`src/rtl/core/rtbh_pkg.sv`:
```
`default_nettype none
// ----------------------------------------------------------------------------
// rtbh_pkg: shared constants, types and tables for the transform bin hash
// Widths, pipeline depths, angle constants and the CORDIC arctangent table.
// ----------------------------------------------------------------------------
package rtbh_pkg;

    localparam int CORDIC_STAGES = 16;
    localparam int TAB_LEN       = 24;
    localparam int ISQ_STEPS     = 15;
    localparam int CORD_LAT      = CORDIC_STAGES + 2;
    localparam int DIV_NW        = 25;
    localparam int DIV_DW        = 17;
    localparam int DIV_STEPS     = DIV_NW;

    localparam int P_COR = 1 + ISQ_STEPS;
    localparam int P_NUM = P_COR + CORD_LAT;
    localparam int P_OUT = P_NUM + 1 + DIV_STEPS;
    localparam int LAT   = P_OUT + 1;

    localparam int IN_W = 17;
    localparam int XY_W = 32;
    localparam int Z_W  = 27;

    localparam logic signed [Z_W-1:0] DEG_FULL    = 27'sd23592960;
    localparam logic signed [Z_W-1:0] DEG_HALF    = 27'sd11796480;
    localparam logic signed [Z_W-1:0] DEG_QUARTER = 27'sd5898240;
    localparam logic signed [Z_W-1:0] DEG_3QUART  = 27'sd17694720;

    localparam logic [15:0] ANG_FULL_Q7 = 16'd46080;
    localparam logic [15:0] ANG_HALF_Q7 = 16'd23040;
    localparam logic [17:0] ANG_WRAP2   = 18'd92160;

    localparam logic [19:0] TBIN_MAX = 20'hFFFFF;
    localparam logic [15:0] ABIN_MAX = 16'hFFFF;

    localparam logic [7:0] CH_HELIX  = 8'h48;
    localparam logic [7:0] CH_STRAND = 8'h45;

    typedef logic [1:0] reg_idx_t;
    localparam reg_idx_t REG_CELL_WIDTH  = 2'd0;
    localparam reg_idx_t REG_ANGLE_WIDTH = 2'd1;
    localparam reg_idx_t REG_USE_PAIR    = 2'd2;

    typedef struct packed {
        logic signed [15:0] r20;
        logic signed [15:0] r21;
        logic signed [15:0] r02;
        logic signed [15:0] r12;
        logic signed [15:0] c;
        logic               vert;
        logic               vneg;
        logic [2:0][24:0]   tmag;
        logic [2:0]         tsign;
        logic [3:0]         pair;
    } side_t;

    typedef struct packed {
        logic [2:0] tsign;
        logic [3:0] pair;
    } tail_t;

    localparam logic signed [Z_W-1:0] ATAN_TAB [TAB_LEN] = '{
        27'sd2949120, 27'sd1740967, 27'sd919879, 27'sd466945, 27'sd234379, 27'sd117304,
        27'sd58666, 27'sd29335, 27'sd14668, 27'sd7334, 27'sd3667, 27'sd1833,
        27'sd917, 27'sd458, 27'sd229, 27'sd115, 27'sd57, 27'sd29,
        27'sd14, 27'sd7, 27'sd4, 27'sd2, 27'sd1, 27'sd0
    };

    function automatic logic [1:0] struct_code(input logic [7:0] ch);
        logic [1:0] code;
        case (ch)
            CH_HELIX:  code = 2'd0;
            CH_STRAND: code = 2'd1;
            default:   code = 2'd2;
        endcase
        return code;
    endfunction

endpackage
`default_nettype wire

```
`src/rtl/core/rtbh_div.sv`:
```
`default_nettype none
// ----------------------------------------------------------------------------
// rtbh_div: pipelined restoring divider
// One quotient bit per stage; the divisor must be held steady while items flow, the block does not enforce it.
// ----------------------------------------------------------------------------
module rtbh_div import rtbh_pkg::*; (
    input  wire logic              aclk,
    input  wire logic              adv,
    input  wire logic [DIV_NW-1:0] dividend,
    input  wire logic [DIV_DW-1:0] divisor,
    output logic [DIV_NW-1:0]      quot
);

    logic [DIV_DW-1:0] rem_reg [0:DIV_STEPS-1];
    logic [DIV_NW-1:0] nq_reg  [0:DIV_STEPS-1];

    for (genvar k = 0; k < DIV_STEPS; k++) begin : g_step
        logic [DIV_DW-1:0] rem_in, rem_next;
        logic [DIV_NW-1:0] nq_in, nq_next;
        logic [DIV_DW:0]   trial;
        logic              ge;
        if (k == 0) begin : g_first
            assign rem_in = '0;
            assign nq_in  = dividend;
        end else begin : g_rest
            assign rem_in = rem_reg[k-1];
            assign nq_in  = nq_reg[k-1];
        end
        always_comb begin
            trial    = {rem_in, nq_in[DIV_NW-1]};
            ge       = trial >= {1'b0, divisor};
            rem_next = ge ? DIV_DW'(trial - {1'b0, divisor}) : trial[DIV_DW-1:0];
            nq_next  = {nq_in[DIV_NW-2:0], ge};
        end
        always_ff @(posedge aclk) begin
            if (adv) begin
                rem_reg[k] <= rem_next;
                nq_reg[k]  <= nq_next;
            end
        end
    end

    assign quot = nq_reg[DIV_STEPS-1];

endmodule
`default_nettype wire

```
`config.mk`:
```
export PLATFORM = sky130hd
export DESIGN_NAME = rtbh_div
export DESIGN_NICKNAME = d
export VERILOG_FILES = /design/src/rtl/core/rtbh_pkg.sv /design/src/rtl/core/rtbh_div.sv
export SDC_FILE = /design/constraint.sdc
export NUM_CORES = 2
export LEC_CHECK = 0
export BUFFER_PORTS_ARGS = -buffer_cell sky130_fd_sc_hd__buf_2
export CAP_MARGIN = 40
export CORE_ASPECT_RATIO = 1.4
export CORE_MARGIN = 2
export CORE_UTILIZATION = 45
export CTS_BUF_LIST = sky130_fd_sc_hd__clkbuf_4 sky130_fd_sc_hd__clkbuf_8
export DETAILED_ROUTE_END_ITERATION = 8
export PLACE_DENSITY = 0.68
export SLEW_MARGIN = 20
export SYNTH_ARGS = -nofsm -noshare
export SYNTH_HDL_FRONTEND = slang
export SYNTH_SLANG_ARGS = --single-unit
```
`constraint.sdc`:
```
create_clock -name aclk -period 4.5 [get_ports aclk]
set_clock_uncertainty 0.15 [all_clocks]
set_input_delay 0.675 -clock aclk [delete_from_list [all_inputs] [get_ports aclk]]
set_output_delay 0.675 -clock aclk [all_outputs]
set_load 0.05 [all_outputs]
```
==> metrics.sh <==
CLKLATENCYLATEPIN_PS=880
CAP_VIOLATIONS=0
VIASPERCELL=5.50
TRITONCTS='yes'
MAXCLOCKFREQUENCY_MHz=279
TIMING.CRITICAL_PATH.FANOUT_MAX=26
DISTINCT_CELL_TYPE_COUNT_OF_THE_SYNTHESIZED_NETLIST=91
POST-ROUTE-DRC-COUNT=0
PLACEMENT_ROWS=149
DESIGN.DIE.AREA_UM2=121000
SYNTHCELLS=4037
R2R_START='nq_reg[0][174]'
SETUP.WORST_PATH.END='rem_reg[0][134]'
WIRE_LENGTH_AFTER_DETAILED_ROUTING_UM=114000
MULTI_INPUT_AREA_UM2=21300
CTS_HTREE_LEVELS=4
DRT.ANTENNA.VIOLATING_NETS=0
POWER_mW=42.2
CLOCKBUFFERDEPTH=3
WORSTREGTOREGCELLS=14
DRT_PASS1_ITERATIONS=8
COUNT_OF_VIAS_PLACED_BY_THE_DETAILED_ROUTER=33100
GLOBAL_ROUTE.USAGE.TOTAL_PCT=19.1
NFILLCELLS=10100
LAYOUT.CORE_UTILIZATION_PCT=51.3
LARGEST_REG_FLOPS=625
DIE-WIDTH_UM=294
YS_SEQ_AREA_SHARE_PCT=58.5
RSZ0062_AT_GRT='no'
PORTBUFFERS=68
RR_ENDPOINT='rem_reg[0][134]'
SYN_AREA_PER_CELL_UM2=13.1
CLOCK_ROOT_BUFFER='sky130_fd_sc_hd__clkbuf_8'
FINAL_COMMON_CELL='sky130_fd_sc_hd__edfxtp_1'
POSTSYNTH.ASYNCRESETSHARE_PCT=0
CP.REQUIRED_PS=4950
STARTPOINT_CLASS_OF_THE_CRITICAL_PATH='register'
FINAL_LAYOUT_SIZE_SUFFIX_GT1_SHARE_PCT=16.6
CORE_UM2=117000
POWER.DENSITY_nW_PER_UM2=700
ROUTABILITYCONGESTION=0.882
POWER.LEAKAGE_nW=23.1
GLOBALROUTEOVERFLOWTOTAL=0
MIN-DELAY-PATH-CLASS='primary input to register'
HALF_PERIMETER_WIRE_LENGTH_AFTER_DETAILED_PLACEMENT_UM=77100
FIRST_PASS_GRT_WIRE_LENGTH_UM=179000
IO_PINS=69
CTS_MADE_BUFFERS=164
CRITICALPATHCATEGORY='register to register'
WORST_IR_DROP_VDD_mV=0.390
REG2REG_SETUP_SLACK_PS=920
INITIAL_UTILIZATION_PCT=45.2
ANTENNA_FOUND_INITIAL=2
SEQ_AREA_UM2=31000
ROUTEDWLPERCELL_UM=19.0
CRITICAL_PATH_ARRIVAL_PS=4030
YS_FF_LATCH=1033
CP-END-KIND='register'
FIRST_GLOBAL_VIAS=33700
FINALSETUPVIOLATIONS=0
SLEW_AT_THE_PIN_CLOSEST_TO_ITS_MAX_SLEW_LIMIT_PS=768
STATUS='finished clean'
SYNTH.NET_COUNT=4514
SYNTH-MAIN-FF-CELL='sky130_fd_sc_hd__edfxtp_1'
FINAL_NET_COUNT=4873
DRT_FIRST_ITER_VIOLATIONS=1766
MIN_PERIOD_OVER_PERIOD_PCT=79.6
TIMING.FINAL.HOLD_VIOLATIONS=0
SYNTHTOLAYOUTAREAGROWTH_PCT=13.7
FINAL_CELL_MIX='sky130_fd_sc_hd__edfxtp_1, sky130_fd_sc_hd__ha_1, sky130_fd_sc_hd__a21oi_1'
SYN-CELL-AREA_UM2=53000
TIMING.FINAL.CRIT_PERIOD_PS=3580
FINAL_MAX_SLEW_VIOL_COUNT=0
WORSTSETUPSTARTPOINT='nq_reg[0][174]'
CLOCK_SINK_COUNT=1033
YS.WARNINGS.COUNT=0
MAXIMUM_NUMBER_OF_PINS_ON_ONE_NET_BEFORE_GLOBAL_ROUTE_REPAIR=129
DIE_H_UM=410
CLK_TRANSITION_REPORTED_PATHS_PS=60
POST_SYNTH_EDFFS=1033
SLEW_HEADROOM_PCT=48.8
[worst min path at each step]
stage	startpoint	endpoint	slack, ps	cells after the start
after floorplan	nq_reg[0][75]	nq_reg[0][101]	250	0
after global placement	nq_reg[0][66]	nq_reg[0][92]	250	0
after detailed placement	nq_reg[0][78]	nq_reg[0][104]	250	0
after CTS	dividend[24]	rem_reg[0][0]	2	3
after global routing	dividend[24]	rem_reg[0][0]	60	3
final	dividend[24]	rem_reg[0][0]	110	3
[stage by stage]
| step | std cells | TNS [ps] | worst slack (ps) | hold WS [ps] | area (um2) |
|---|---|---|---|---|---|
| after CTS | 6029 | 0 | 830 | 2.19 | 60300 |
| after global placement | 5716 | 0 | 264 | 250 | 56800 |
| after detailed placement | 5716 | 0 | 232 | 255 | 56800 |
| final | 6032 | 0 | 917 | 112 | 60300 |
| after global routing | 6031 | 0 | 711 | 55.1 | 60300 |
| after floorplan | 4037 | -15.2 | -1.27 | 250 | 53100 |
[worst max-delay path: stages (launching register included)]
cell	delay [ps]
sky130_fd_sc_hd__edfxtp_1	480
sky130_fd_sc_hd__inv_1	90
sky130_fd_sc_hd__ha_1	160
sky130_fd_sc_hd__inv_1	50
sky130_fd_sc_hd__fa_1	390
sky130_fd_sc_hd__a21o_1	180
sky130_fd_sc_hd__a21oi_1	210
sky130_fd_sc_hd__o21ai_0	150
sky130_fd_sc_hd__a21o_1	190
sky130_fd_sc_hd__a31oi_1	230
sky130_fd_sc_hd__buf_4	160
sky130_fd_sc_hd__o32ai_1	60
sky130_fd_sc_hd__or3_1	370
sky130_fd_sc_hd__buf_12	180
sky130_fd_sc_hd__mux2_2	270
[cell families (layout without fill, tap and decap cells)]
kind of cell	Yosys count	after routing	synth area share [%]
AO/OA/AOI/OAI	1042	1042	12.4
other	0	3	0
buffers and inverters	190	672	1.46
flip-flops	1033	1033	58.5
adder cells (fa/ha/maj)	433	433	10.5
multiplexers	218	218	4.70
XOR/XNOR	316	316	5.22
AND/OR/NAND/NOR	805	805	7.19
[Yosys cell counts, types with 23 or more instances]
cell,instances,area [um2]
sky130_fd_sc_hd__edfxtp_1,1033,31000
sky130_fd_sc_hd__ha_1,410,5130
sky130_fd_sc_hd__a21oi_1,366,1830
sky130_fd_sc_hd__nor2_1,264,991
sky130_fd_sc_hd__o21ai_0,206,1030
sky130_fd_sc_hd__xnor2_1,193,1690
sky130_fd_sc_hd__mux2_2,186,2090
sky130_fd_sc_hd__nand2_1,186,698
sky130_fd_sc_hd__a21o_1,145,1090
sky130_fd_sc_hd__inv_1,130,488
sky130_fd_sc_hd__xor2_1,123,1080
sky130_fd_sc_hd__nor3_1,78,390
sky130_fd_sc_hd__o21bai_1,59,443
sky130_fd_sc_hd__nand4_1,53,332
sky130_fd_sc_hd__nor2b_1,47,294
sky130_fd_sc_hd__nand3_1,45,225
sky130_fd_sc_hd__a31oi_1,37,231
sky130_fd_sc_hd__o21a_1,37,278
sky130_fd_sc_hd__clkbuf_1,36,135
sky130_fd_sc_hd__nand2b_1,36,225
sky130_fd_sc_hd__a211oi_1,31,233
sky130_fd_sc_hd__fa_1,23,460
[layout make-up]
type	count	share of cell area [%]
antenna	3	0.0125
clock buffer	214	4.39
clock inverter	75	1.01
inverter	131	0.822
multi-input combinational	2814	35.4
sequential	1033	51.4
tap	1510	3.13
timing repair buffer	252	3.80
[what timing repair did]
action,in CTS,in global routing
buffers inserted,0,0
resized for setup,0,0
hold buffers,24,0
hold endpoints to repair,24,0
[per-layer routing]
metal | up-vias | track usage [%] | wire length, um
met5 | - | 0 | 0
met4 | 0 | 9.64 | 5390
met3 | 291 | 3.41 | 4500
met2 | 684 | 33.8 | 58700
met1 | 15900 | 22.0 | 45800
li1 | 16200 | - | -
[where the power goes]
part,internal (mW),switching [mW]
sequential,14.1,1.40
clock,4.28,3.75
combinational,8.95,9.67
total,27.4,14.8
Note: power is estimated with default switching activity, not from simulation.
