<file path="config.mk">
export PLATFORM = sky130hd
export DESIGN_NAME = rtbh_cordic
export DESIGN_NICKNAME = d
export VERILOG_FILES = /design/src/rtl/core/rtbh_pkg.sv /design/src/rtl/core/rtbh_cordic.sv
export SDC_FILE = /design/constraint.sdc
export NUM_CORES = 2
export LEC_CHECK = 0
export BUFFER_PORTS_ARGS = -buffer_cell sky130_fd_sc_hd__clkbuf_2
export CAP_MARGIN = 20
export CORE_ASPECT_RATIO = 0.5
export CORE_MARGIN = 8
export CORE_UTILIZATION = 50
export DETAILED_ROUTE_END_ITERATION = 8
export HOLD_SLACK_MARGIN = 0.15
export PLACE_DENSITY = 0.75
export SLEW_MARGIN = 10
export SYNTH_ARGS = -nofsm -noshare
export SYNTH_HDL_FRONTEND = slang
export SYNTH_SLANG_ARGS = --single-unit
</file>
<file path="constraint.sdc">
create_clock -name aclk -period 4.7 [get_ports aclk]
set_input_delay 0.94 -clock aclk [delete_from_list [all_inputs] [get_ports aclk]]
set_output_delay 0.94 -clock aclk [all_outputs]
set_load 0.05 [all_outputs]
</file>
<file path="src/rtl/core/rtbh_pkg.sv">
`default_nettype none
// ----------------------------------------------------------------------------
// rtbh_pkg: shared constants, types and tables for the transform bin hash
// Widths, pipeline depths, angle constants and the CORDIC arctangent table.
// ----------------------------------------------------------------------------
package rtbh_pkg;

    localparam int CORDIC_STAGES = 16;
    localparam int TAB_LEN       = 24;
    localparam int ISQ_STEPS     = 15;
    localparam int CORD_LAT      = CORDIC_STAGES + 2;
    localparam int DIV_NW        = 25;
    localparam int DIV_DW        = 17;
    localparam int DIV_STEPS     = DIV_NW;

    localparam int P_COR = 1 + ISQ_STEPS;
    localparam int P_NUM = P_COR + CORD_LAT;
    localparam int P_OUT = P_NUM + 1 + DIV_STEPS;
    localparam int LAT   = P_OUT + 1;

    localparam int IN_W = 17;
    localparam int XY_W = 32;
    localparam int Z_W  = 27;

    localparam logic signed [Z_W-1:0] DEG_FULL    = 27'sd23592960;
    localparam logic signed [Z_W-1:0] DEG_HALF    = 27'sd11796480;
    localparam logic signed [Z_W-1:0] DEG_QUARTER = 27'sd5898240;
    localparam logic signed [Z_W-1:0] DEG_3QUART  = 27'sd17694720;

    localparam logic [15:0] ANG_FULL_Q7 = 16'd46080;
    localparam logic [15:0] ANG_HALF_Q7 = 16'd23040;
    localparam logic [17:0] ANG_WRAP2   = 18'd92160;

    localparam logic [19:0] TBIN_MAX = 20'hFFFFF;
    localparam logic [15:0] ABIN_MAX = 16'hFFFF;

    localparam logic [7:0] CH_HELIX  = 8'h48;
    localparam logic [7:0] CH_STRAND = 8'h45;

    typedef logic [1:0] reg_idx_t;
    localparam reg_idx_t REG_CELL_WIDTH  = 2'd0;
    localparam reg_idx_t REG_ANGLE_WIDTH = 2'd1;
    localparam reg_idx_t REG_USE_PAIR    = 2'd2;

    typedef struct packed {
        logic signed [15:0] r20;
        logic signed [15:0] r21;
        logic signed [15:0] r02;
        logic signed [15:0] r12;
        logic signed [15:0] c;
        logic               vert;
        logic               vneg;
        logic [2:0][24:0]   tmag;
        logic [2:0]         tsign;
        logic [3:0]         pair;
    } side_t;

    typedef struct packed {
        logic [2:0] tsign;
        logic [3:0] pair;
    } tail_t;

    localparam logic signed [Z_W-1:0] ATAN_TAB [TAB_LEN] = '{
        27'sd2949120, 27'sd1740967, 27'sd919879, 27'sd466945, 27'sd234379, 27'sd117304,
        27'sd58666, 27'sd29335, 27'sd14668, 27'sd7334, 27'sd3667, 27'sd1833,
        27'sd917, 27'sd458, 27'sd229, 27'sd115, 27'sd57, 27'sd29,
        27'sd14, 27'sd7, 27'sd4, 27'sd2, 27'sd1, 27'sd0
    };

    function automatic logic [1:0] struct_code(input logic [7:0] ch);
        logic [1:0] code;
        case (ch)
            CH_HELIX:  code = 2'd0;
            CH_STRAND: code = 2'd1;
            default:   code = 2'd2;
        endcase
        return code;
    endfunction

endpackage
`default_nettype wire

</file>
<file path="src/rtl/core/rtbh_cordic.sv">
`default_nettype none
// ----------------------------------------------------------------------------
// rtbh_cordic: pipelined vectoring CORDIC atan2 in degrees
// One stage per rotation, then wrap into [0, 360) and round to Q.7 degrees.
// ----------------------------------------------------------------------------
module rtbh_cordic import rtbh_pkg::*; (
    input  wire logic                   aclk,
    input  wire logic                   adv,
    input  wire logic signed [IN_W-1:0] y_in,
    input  wire logic signed [IN_W-1:0] x_in,
    output logic [15:0]                 ang_q7
);

    logic signed [XY_W-1:0] x_reg [0:CORDIC_STAGES];
    logic signed [XY_W-1:0] y_reg [0:CORDIC_STAGES];
    logic signed [Z_W-1:0]  z_reg [0:CORDIC_STAGES];
    logic                   skip_reg [0:CORDIC_STAGES];
    logic [15:0]            q7_reg;

    logic signed [XY_W-1:0] x0_next, y0_next, xe, ye;
    logic signed [Z_W-1:0]  z0_next;
    logic                   skip0_next;

    always_comb begin
        xe         = XY_W'(x_in);
        ye         = XY_W'(y_in);
        x0_next    = xe <<< 12;
        y0_next    = ye <<< 12;
        z0_next    = '0;
        skip0_next = 1'b0;
        if (y_in == '0) begin
            skip0_next = 1'b1;
            z0_next    = (x_in < 0) ? DEG_HALF : '0;
        end else if (x_in == '0) begin
            skip0_next = 1'b1;
            z0_next    = (y_in > 0) ? DEG_QUARTER : DEG_3QUART;
        end else if (x_in < 0) begin
            x0_next = (-xe) <<< 12;
            y0_next = (-ye) <<< 12;
            z0_next = DEG_HALF;
        end
    end

    always_ff @(posedge aclk) begin
        if (adv) begin
            x_reg[0]    <= x0_next;
            y_reg[0]    <= y0_next;
            z_reg[0]    <= z0_next;
            skip_reg[0] <= skip0_next;
        end
    end

    for (genvar i = 0; i < CORDIC_STAGES; i++) begin : g_rot
        logic signed [XY_W-1:0] dx, dy, x_next, y_next;
        logic signed [Z_W-1:0]  z_next;
        always_comb begin
            dx = y_reg[i] >>> i;
            dy = x_reg[i] >>> i;
            if (!y_reg[i][XY_W-1]) begin
                x_next = x_reg[i] + dx;
                y_next = y_reg[i] - dy;
                z_next = z_reg[i] + ATAN_TAB[i];
            end else begin
                x_next = x_reg[i] - dx;
                y_next = y_reg[i] + dy;
                z_next = z_reg[i] - ATAN_TAB[i];
            end
            if (skip_reg[i]) begin
                z_next = z_reg[i];
            end
        end
        always_ff @(posedge aclk) begin
            if (adv) begin
                x_reg[i+1]    <= x_next;
                y_reg[i+1]    <= y_next;
                z_reg[i+1]    <= z_next;
                skip_reg[i+1] <= skip_reg[i];
            end
        end
    end

    logic signed [Z_W-1:0] zw, zr;
    logic [15:0]           q7_next;

    always_comb begin
        zw = z_reg[CORDIC_STAGES];
        if (zw < 0) begin
            zw = zw + DEG_FULL;
        end else if (zw >= DEG_FULL) begin
            zw = zw - DEG_FULL;
        end
        zr      = zw + 27'sd256;
        q7_next = zr[24:9];
        if (q7_next >= ANG_FULL_Q7) begin
            q7_next = q7_next - ANG_FULL_Q7;
        end
    end

    always_ff @(posedge aclk) begin
        if (adv) begin
            q7_reg <= q7_next;
        end
    end

    assign ang_q7 = q7_reg;

endmodule
`default_nettype wire

</file>
==> summary.md <==
| Metric | Value |
|---|---|
| Latest clock arrival within the worst-skew pair | `820 ps` |
| Cell count of the worst reg-to-reg path | `16` |
| DP Wirelength | `190000 um` |
| Number of flip-flops in the largest register | `424` |
| Post-synthesis cell area | `0.108 mm2` |
| Met1 usage | `0.244` |
| Dpl cells | `14600` |
| Cell Area, Placed | `0.114 mm2` |
| Synth top area cells | `edfxtp_1 (35%), ha_1 (14%), xnor2_1 (8.0%), a21oi_1 (5.1%), xor2_1 (5.0%)` |
| Clock root buffer | `clkbuf_16` |
| Top Usage Layer GRT | `met2` |
| Syn Nets | `12900` |
| Starting Density | `0.500` |
| Setup slack after layout | `210 ps` |
| Final worst path period need | `4490 ps` |
| Top post-synthesis cells by count | `edfxtp_1 (1279), ha_1 (1206), a21oi_1 (1108), nor2_1 (1080), xnor2_1 (986)` |
| Routed vias/inst | `5.69` |
| First-pass GRT wire length | `397000 um` |
| Worst path depth | `16` |
| Final std cells w/o fill | `14900` |
| Hold WC Path Type | `input pin to flip-flop` |
| Largest net degree at the start of global routing | `113` |
| Number of library cell types mapped by synthesis | `96` |
| Crit. Startpoint | `x_reg[0][368]` |
| Crit end category | `flip-flop` |
| Flop2flop setup slack | `210 ps` |
| Gr usage total | `0.199` |
| Synth Register Bits | `1279` |
| Post-synthesis cell type with the largest combined area | `edfxtp_1` |
| Crit-path max FO | `8` |
| Drt total wl | `243000 um` |
| Final Max Slew Viols | `0` |
| Vias in the first global route | `82500` |
| Clock tree sinks | `1279` |
| R2R Path End | `y_reg[0][414]` |
| Kind of critical path | `flip-flop to flip-flop` |
| Synth top area share | `0.354` |
| Crit path DAT | `5020 ps` |
| CP max-delay cell | `or4b_2` |
| Worst setup SP type | `flip-flop` |
| Core area | `0.217 mm2` |
| Critical Path RT | `5230 ps` |
| Initial antenna violation count | `2` |
| Status | `completed` |
| Slew HR | `0.243` |
| CTS tree | `done` |
| CP endpoint | `y_reg[0][414]` |
| Chip width | `675 um` |
| Met3 Use GR | `0.0225` |
| Share of cells above drive strength 1 | `0.0645` |
| DR iter-0 viols | `5142` |
| Worst slew pin tran | `1120 ps` |
| YS warnings | `0` |
| Clk_skew | `56.1 ps` |
| Top cell family by delay on the critical path | `simple AND/OR/NAND/NOR gates` |
| Crit share post-route | `0.955` |
| Worst-path clk slew | `60 ps` |
| 1st-pass router iterations | `6` |
| Mapped Cells | `11600` |
| Drt drc | `0` |
| # hold bufs at CTS | `0` |
| CP peak stage delay | `660 ps` |
| Pre-CTS WS | `52.6 ps` |
| Max clock buf depth | `4` |
| # diodes | `0` |
| Setup violators final | `0` |
| Count leader, synth | `edfxtp_1` |
| Post-synthesis async set-or-reset flop share | `0` |
| Port bufs | `51` |
| Via count | `84700` |
| CTS buffer count | `143` |
| ANT nets after route | `0` |
| Total I/O pin count | `52` |
| TNS Setup | `0 ps` |
| Layout fillers | `19000` |
| GPL Wtd Cong | `0.950` |
| Met2 usage | `0.356` |
| Reg-to-reg startpoint | `x_reg[0][368]` |
| Critical-path cell list | `nor4_2 > and2_1 > nand2_1 > nor3_1 > and3b_2 > a21oi_1 > xor2_1 > ha_1 > nand4_1 > or4b_2 > o2111ai_1 > nand2_1 > o2111ai_1 > a31o_2 > a21oi_1 > xnor2_1` |
| Total Nets Final | `13200` |
| Rows | `121` |
| Dominant synthesized flop cell | `edfxtp_1` |
| Final-report hold violation count | `0` |
| GRT Residual Overflow | `0` |
| CP bufs+invs | `0` |
| Design area | `0.119 mm2` |
| Die H | `345 um` |
| Number of flops mapped to enable cells by yosys | `1279` |
| H-tree lvl count | `4` |
| Sequential share of the synthesized area | `0.354` |
| Drt wl/cell | `16.3 um` |
| Peak Freq | `223 MHz` |
| P&R area growth vs syn | `9.51%` |
| Maxcap violations | `0` |
| Syn Area/Cell | `9.33 um2` |
| Die ar. | `0.233 mm2` |
==> routing by layer <==
layer / vias up / part of all wire
met5: - / 0.000053
met4: 2 / 0.039
met3: 556 / 0.037
met2: 1883 / 0.49
met1: 39100 / 0.44
li1: 43200 / -
==> how the worst min path moves through the flow <==
stage | from | end | cells past startpoint
finish | y_in[0] | y_reg[0][12] | 1
global route | y_in[0] | y_reg[0][12] | 1
CTS | y_in[0] | y_reg[0][12] | 1
detailed placement | z_reg[0][135] | z_reg[0][162] | 0
global placement | z_reg[0][351] | z_reg[0][378] | 0
floorplan | z_reg[0][135] | z_reg[0][162] | 0
==> cells by family (layout without fill, tap and decap cells) <==
logic type | count (synthesis) | count (layout) | share of synthesized area
fa+ha+maj | 1246 | 1246 | 0.147
xor+xnor | 1601 | 1601 | 0.129
compound gates | 3342 | 3342 | 0.191
buf+inv | 734 | 1121 | 0.0255
simple gates | 3334 | 3334 | 0.144
flops | 1279 | 1279 | 0.354
mux | 88 | 88 | 0.00876
==> per-stage QoR <==
step	utilization	hold slack, ps
5_1_grt	0.548	347
3_3_place_gp	0.526	403
2_1_floorplan	-	400
4_1_cts	0.545	329
6_report	0.548	375
3_5_place_dp	0.526	414
==> cells in the final DEF (no fill, tap or decap), types with 85 or more instances in the layout <==
cell | synthesis | final
buf_4 | 1 | 287
nand2b_1 | 165 | 165
inv_1 | 519 | 519
edfxtp_1 | 1279 | 1279
nor2_1 | 1080 | 1072
nand3_1 | 164 | 164
xnor2_1 | 986 | 986
or3_1 | 85 | 85
xor2_1 | 614 | 614
o21bai_1 | 168 | 168
a31oi_1 | 118 | 118
nor4_1 | 103 | 88
nor2b_1 | 142 | 140
clkbuf_16 | 0 | 146
ha_1 | 1206 | 1205
nor3_1 | 323 | 308
o21a_1 | 140 | 140
a21oi_1 | 1108 | 1102
nand2_1 | 854 | 853
o21ai_0 | 788 | 784
a21o_1 | 440 | 440
and3_1 | 102 | 101
==> cell type report <==
type | instances | area, um2 | share of cell area
clock buffers | 172 | 3750 | 0.0316
clock inverters | 74 | 566 | 0.00476
well taps | 2890 | 3620 | 0.0305
inverters | 524 | 1970 | 0.0166
multi-input cells | 9611 | 67700 | 0.571
repair buffers | 351 | 2690 | 0.0226
flip-flops and latches | 1279 | 38400 | 0.323
==> what timing repair did <==
action	in CTS	in global routing
resized for setup	1	105
buffers inserted	0	11
setup endpoints to repair	1	74
gates cloned	0	0
pin swaps	0	14
Power is left out: the tool's default activity adds up to more than one toggle a clock period on the data nets, which glitch-free logic cannot reach.
